[src/sv/ssgr_pkg.sv]
`timescale 1ns / 1ps
package ssgr_pkg;

	localparam int BATCHES   = 16;
	localparam int NEURONS   = 512;
	localparam int MAX_DENSE = 64;

	localparam int B_W    = 4;
	localparam int N_W    = 9;
	localparam int ADDR_W = B_W + N_W;
	localparam int DEPTH  = BATCHES * NEURONS;
	localparam int TIME_W = 33;  // signed channel time, -1 after clear
	localparam int VAL_W  = 8;
	localparam int WORD_W = TIME_W + VAL_W;

	localparam int NUM_W = 51;  // 2*256*(v*(d-x)+s*x) + d
	localparam int DEN_W = 34;  // 2*d
	localparam int QUO_W = 17;

	localparam logic [1:0] REG_INTERP_MODE = 2'd0;
	localparam logic [1:0] REG_SPARSE_STEP = 2'd1;
	localparam logic [1:0] REG_DENSE_STEP  = 2'd2;
	localparam logic [1:0] REG_DENSE_LEN   = 2'd3;

	localparam logic OP_SAMPLE = 1'b0;
	localparam logic OP_FINISH = 1'b1;

	typedef enum logic [7:0] {
		ST_IDLE  = 8'b0000_0001,
		ST_READ  = 8'b0000_0010,
		ST_SCAN  = 8'b0000_0100,
		ST_MUL   = 8'b0000_1000,
		ST_DIVS  = 8'b0001_0000,
		ST_DIVW  = 8'b0010_0000,
		ST_OUT   = 8'b0100_0000,
		ST_WRITE = 8'b1000_0000
	} state_t;

	typedef struct packed {
		logic              we;
		logic [ADDR_W-1:0] waddr;
		logic [WORD_W-1:0] wdata;
		logic [ADDR_W-1:0] raddr;
	} mem_req_t;

	typedef struct packed {
		logic             start;
		logic [NUM_W-1:0] num;
		logic [DEN_W-1:0] den;
	} div_req_t;

endpackage

[src/sv/ssgr_divider.sv]
`timescale 1ns / 1ps
module ssgr_divider import ssgr_pkg::*; (
	input  logic             clk,
	input  logic             arst_n,
	input  div_req_t         req,
	output logic             done,
	output logic [QUO_W-1:0] quot
);

	logic [NUM_W-1:0] rem_q;
	logic [NUM_W-1:0] dsh_q;
	logic [QUO_W-1:0] quo_q;
	logic [4:0]       cnt_q;
	logic             busy_q;
	logic             done_q;

	always_ff @(posedge clk or negedge arst_n) begin
		if (!arst_n) begin
			busy_q <= 1'b0;
			done_q <= 1'b0;
			cnt_q  <= '0;
		end else if (req.start) begin
			busy_q <= 1'b1;
			done_q <= 1'b0;
			cnt_q  <= 5'(QUO_W);
		end else if (busy_q) begin
			cnt_q <= cnt_q - 1'b1;
			if (cnt_q == 5'd1) begin
				busy_q <= 1'b0;
				done_q <= 1'b1;
			end
		end else begin
			done_q <= 1'b0;
		end
	end

	// restoring division, one quotient bit per cycle
	always_ff @(posedge clk) begin
		if (req.start) begin
			rem_q <= req.num;
			dsh_q <= NUM_W'({req.den, {(QUO_W-1){1'b0}}});
			quo_q <= '0;
		end else if (busy_q) begin
			if (rem_q >= dsh_q) begin
				rem_q <= rem_q - dsh_q;
				quo_q <= {quo_q[QUO_W-2:0], 1'b1};
			end else begin
				quo_q <= {quo_q[QUO_W-2:0], 1'b0};
			end
			dsh_q <= dsh_q >> 1;
		end
	end

	assign done = done_q;
	assign quot = quo_q;

endmodule

[config.mk]
export PLATFORM = sky130hd
export DESIGN_NAME = ssgr_divider
export DESIGN_NICKNAME = d
export VERILOG_FILES = /design/src/sv/ssgr_pkg.sv /design/src/sv/ssgr_divider.sv
export SDC_FILE = /design/constraint.sdc
export NUM_CORES = 1
export LEC_CHECK = 0
export ABC_AREA = 1
export ABC_CLOCK_PERIOD_IN_PS = 6600
export BUFFER_PORTS_ARGS = -buffer_cell sky130_fd_sc_hd__buf_4
export CAP_MARGIN = 20
export CORE_UTILIZATION = 50
export CTS_CLUSTER_DIAMETER = 60
export DETAILED_ROUTE_END_ITERATION = 8
export PLACE_DENSITY = 0.75
export SLEW_MARGIN = 20
export SYNTH_ARGS = -nofsm -noshare
export SYNTH_HDL_FRONTEND = slang
export SYNTH_SLANG_ARGS = --single-unit
[constraint.sdc]
create_clock -name clk -period 6.6 [get_ports clk]
set_input_delay 1.32 -clock clk [delete_from_list [all_inputs] [get_ports clk]]
set_output_delay 1.32 -clock clk [all_outputs]
set_load 0.005 [all_outputs]
==> results.md <==
- The first global-routing pass estimated 42.2 mm of wire.
- The share of total power dissipated in combinational logic is 0.581.
- The number of clock sinks seen by CTS is 125.
- The routed layout has 8996 vias.
- The reported max-cap violation count is 0.
- Of the synthesized area, sequential elements account for 0.356.
- The period utilization is 0.515.
- The number of instances resized during post-cts repair is 0.
- The number of hold violations in the final report is 0.
- The met1 usage is 0.375.
- Measured along the x axis, the die boundary spans 140 um.
- The global-route met3 utilization is 0.0585.
- Summing all flip-flop and latch instances after layout gives 0.00339 mm2.
- The kind of critical path is in2reg.
- The final antenna-violating net count is 0.
- In the routed layout, each cell is associated on average with a via count of 5.03.
- The flow ran to the end, and the final reports show no timing, DRC or antenna violations.
- The residual DRC count is 0.
- The number of nets in the final layout is 1684.
- The proportion of layout cells with a drive suffix above 1 is 0.139.
- The fraction of power consumed by the clock network is 0.185.
- The final estimated routing congestion in global placement is 1.00.
- STA classifies the critical path startpoint as a primary input.
- The met2 track demand over resource in global routing is 0.440.
- The cell area power density is 462 mW/mm2.
- Global routing finished with a remaining overflow of 0.
- The die covers 0.0196 mm2.
- The height of the die is 140 um.
- The final standard cell area without fillers is 0.0111 mm2.
- Synthesis instantiated 37 different standard cells from the library.
- Pin placement for this block handled 106 I/O pins.
- The worst vdd rail ir drop is 0.000203 V.
- The average instance area after synthesis is 6.61 um2.
- The core region is 0.0187 mm2.
- In this run the cell area of the synthesized design comes to 0.00951 mm2.
- Derived from the worst setup path, the maximum achievable clock frequency is 294 MHz.
- The data required time of the critical path is 6670 ps.
- Detailed placement finished with a half-perimeter wire length of 21.0 mm.
- The pin count of the biggest net entering global routing is 53.
- Counting I/O delays and the setup requirement, the final critical path takes 3400 ps.
- The relative contribution of sequential cells to total power is 0.235.
- The predominant post-synthesis flop cell is edfxtp_1.
- Headroom to the max-slew limit came out at 0.386.
- The standard-cell row count is 50.
- In this run the deepest clock path goes through 2 buffers.
- The initial antenna violation count came to 0.
- The total routing usage reported by global routing is 0.278.
- Of all nets on the critical path, the largest fanout is 52.
- The analysis attributes to cell leakage a power of 0.00587 uW.
- The detailed-route wire length per cell is 14.8 um.
- The share of async-settable or async-resettable flops after synthesis is 0.0560.
- The Yosys step of the flow raised 0 warnings.
- The sort of element at the end of the critical path is a flop.
- For this design the total switching power over the nets is 2490 uW.
- The multi-input combinational cells in the finished layout cover a total of 0.00491 mm2.
- Setup repair after global routing left no endpoint under its margin.
- Of the total power, the share spent switching nets is 0.484.
- The internal power contribution is 2650 uW.
- For the final database, setup skew stands at 8.79 ps.
- In this run, synthesis produced a sequential element count of 125.
- The first routing iteration left 588 violations.
- Input and output buffers added on the ports amount to 105.
- The path category of the worst min-delay check is reg2reg.
- Setup violations remaining at the end of the flow were counted as 0.
- The via count of the first global-routing pass is 8518.
- Once placement finished, the instance area stood at 0.0105 mm2.
- TritonCTS built the clock tree.
- The initial core utilization is 0.509.
- Clock-pin slew was measured on the worst setup and hold paths at 60 ps.
- The number of clock buffers inserted by TritonCTS is 17.
- Synthesis produced 1439 cells.
- The worst-margin pin slew is 915 ps.
- The arrival time reported for the critical path endpoint is 3470 ps.
- The layout-stage area growth over the synthesis result is 17.0%.
- Counting flops with a built-in enable in the synthesized netlist gives 85.
- The total detailed-routing wirelength is 26.5 mm.
- The number of max-slew violations in the final report is 0.
- Fill cells in the final layout number 1816.
- The number of nets in the synthesized netlist is 1580.
- The number of hold buffers added after CTS was 0.
- The post-route setup TNS is 0 ps.
- The setup fix buffers added after clock tree synthesis is 0.
- Clock latency on the worst-skew pair, taken at its later pin, is 430 ps.
- The count of antenna diodes in the layout is 0.
- The number of iterations in the first detailed-routing pass is 8.
- The most used routing layer is met2.
- The cell at the root of the clock tree is clkbuf_16.
- The number of H-tree levels is 4.
[layer usage]
| layer | share of wire | wire length [um] |
|---|---|---|
| met1 | 0.48 | 12700 |
| met2 | 0.43 | 11400 |
| met3 | 0.067 | 1770 |
| met4 | 0.026 | 678 |
| met5 | 0 | 0 |
[cell families (layout without fill, tap and decap cells)]
group                    after synthesis  in the layout  share of synthesized area
AO/OA/AOI/OAI                        144            144                     0.0829
XOR/XNOR                              14             14                     0.0129
adder cells (fa/ha/maj)               53             53                     0.0705
buffers and inverters                323            440                      0.128
flip-flops                           125            125                      0.356
AND/OR/NAND/NOR                      780            780                      0.350
[power groups by stage]
stage	Combinational [uW]	Clock, uW	Sequential (uW)
2_1_floorplan	2170	0	1210
3_3_place_gp	2890	0	1210
3_5_place_dp	2930	0	1220
4_1_cts	2950	958	1210
5_1_grt	3360	987	1230
6_report	2980	948	1210
[synth_stat cells, types with 8 or more instances]
cell        n  area share
o21ai_0    52       0.027
inv_2      11      0.0043
xnor2_1     8      0.0074
nor2_2     18       0.012
ha_1       52       0.068
nand4_1    10      0.0066
clkbuf_1   22      0.0087
nand2_2    22       0.014
inv_1     285        0.11
a21oi_1    46       0.024
edfxtp_1   85        0.27
nor3_1     11      0.0058
nand2_1   541        0.21
or2_2       8      0.0053
dfxtp_1    33       0.069
nand3_1    81       0.043
o22ai_1    30       0.020
nor2_1     60       0.024
[placed cells by master, fill, tap and decap left out, drive strengths merged, types with 3 or more instances in the layout]
cell    netlist  routed
a21oi        46      46
buf           3     110
clkbuf       22      18
clkinv        2       7
dfrtp         7       7
dfxtp        33      33
edfxtp       85      85
ha           52      52
inv         296     304
nand2       563     563
nand3        86      86
nand3b        6       6
nand4        10      10
nor2         81      81
nor3         16      16
nor4          3       3
o21ai        56      56
o21bai        7       7
o22ai        30      30
or2          12      12
xnor2         8       8
xor2          6       6
[area by class of cell]
class / instances / share of cell area
well taps: 234 / 0.0263
flip-flops and latches: 125 / 0.305
clock inverters: 14 / 0.0135
clock buffers: 18 / 0.0395
inverters: 298 / 0.101
multi-input cells: 991 / 0.441
repair buffers: 110 / 0.0742
[registers in the layout (all words and copies together) (netlist names)]
register and count:
rem_q 51, done 1, dsh_q 50, quot 17
busy_q 1, cnt_q 5
[worst paths after layout]
| kind | from | endpoint | slack [ps] | cells after the start |
|---|---|---|---|---|
| max | req[85] | dsh_q[28]$_DFFE_PP_ | 3200 | 5 |
| min reg2reg | cnt_q[2]$_DFFE_PN0P_ | cnt_q[2]$_DFFE_PN0P_ | 490 | 1 |
| min | cnt_q[2]$_DFFE_PN0P_ | cnt_q[2]$_DFFE_PN0P_ | 490 | 1 |
| min in group asynchronous | arst_n | busy_q$_DFF_PN0_ | 690 | 1 |
| max reg2reg | rem_q[35]$_DFFE_PP_ | rem_q[15]$_DFFE_PP_ | 3260 | 12 |
| max in group asynchronous | arst_n | cnt_q[0]$_DFFE_PN0P_ | 5790 | 1 |
[worst max-delay path, cell delays in order]
cell	delay [ps]
buf_4	380
buf_4	510
nor2_1	190
inv_2	510
buf_4	520
[per-stage QoR]
stage | instances | setup WS (ps) | total power [uW] | utilization | hold slack (ps)
after floorplan | 1439 | 3130 | 3380 | - | 432
after global placement | 1758 | 2820 | 4110 | 0.563 | 458
after detailed placement | 1758 | 2710 | 4150 | 0.563 | 460
after CTS | 1790 | 3160 | 5110 | 0.595 | 491
after global routing | 1790 | 2970 | 5580 | 0.595 | 515
final | 1790 | 3200 | 5140 | 0.595 | 490
No activity file was read; power rests on OpenSTA's default activity.
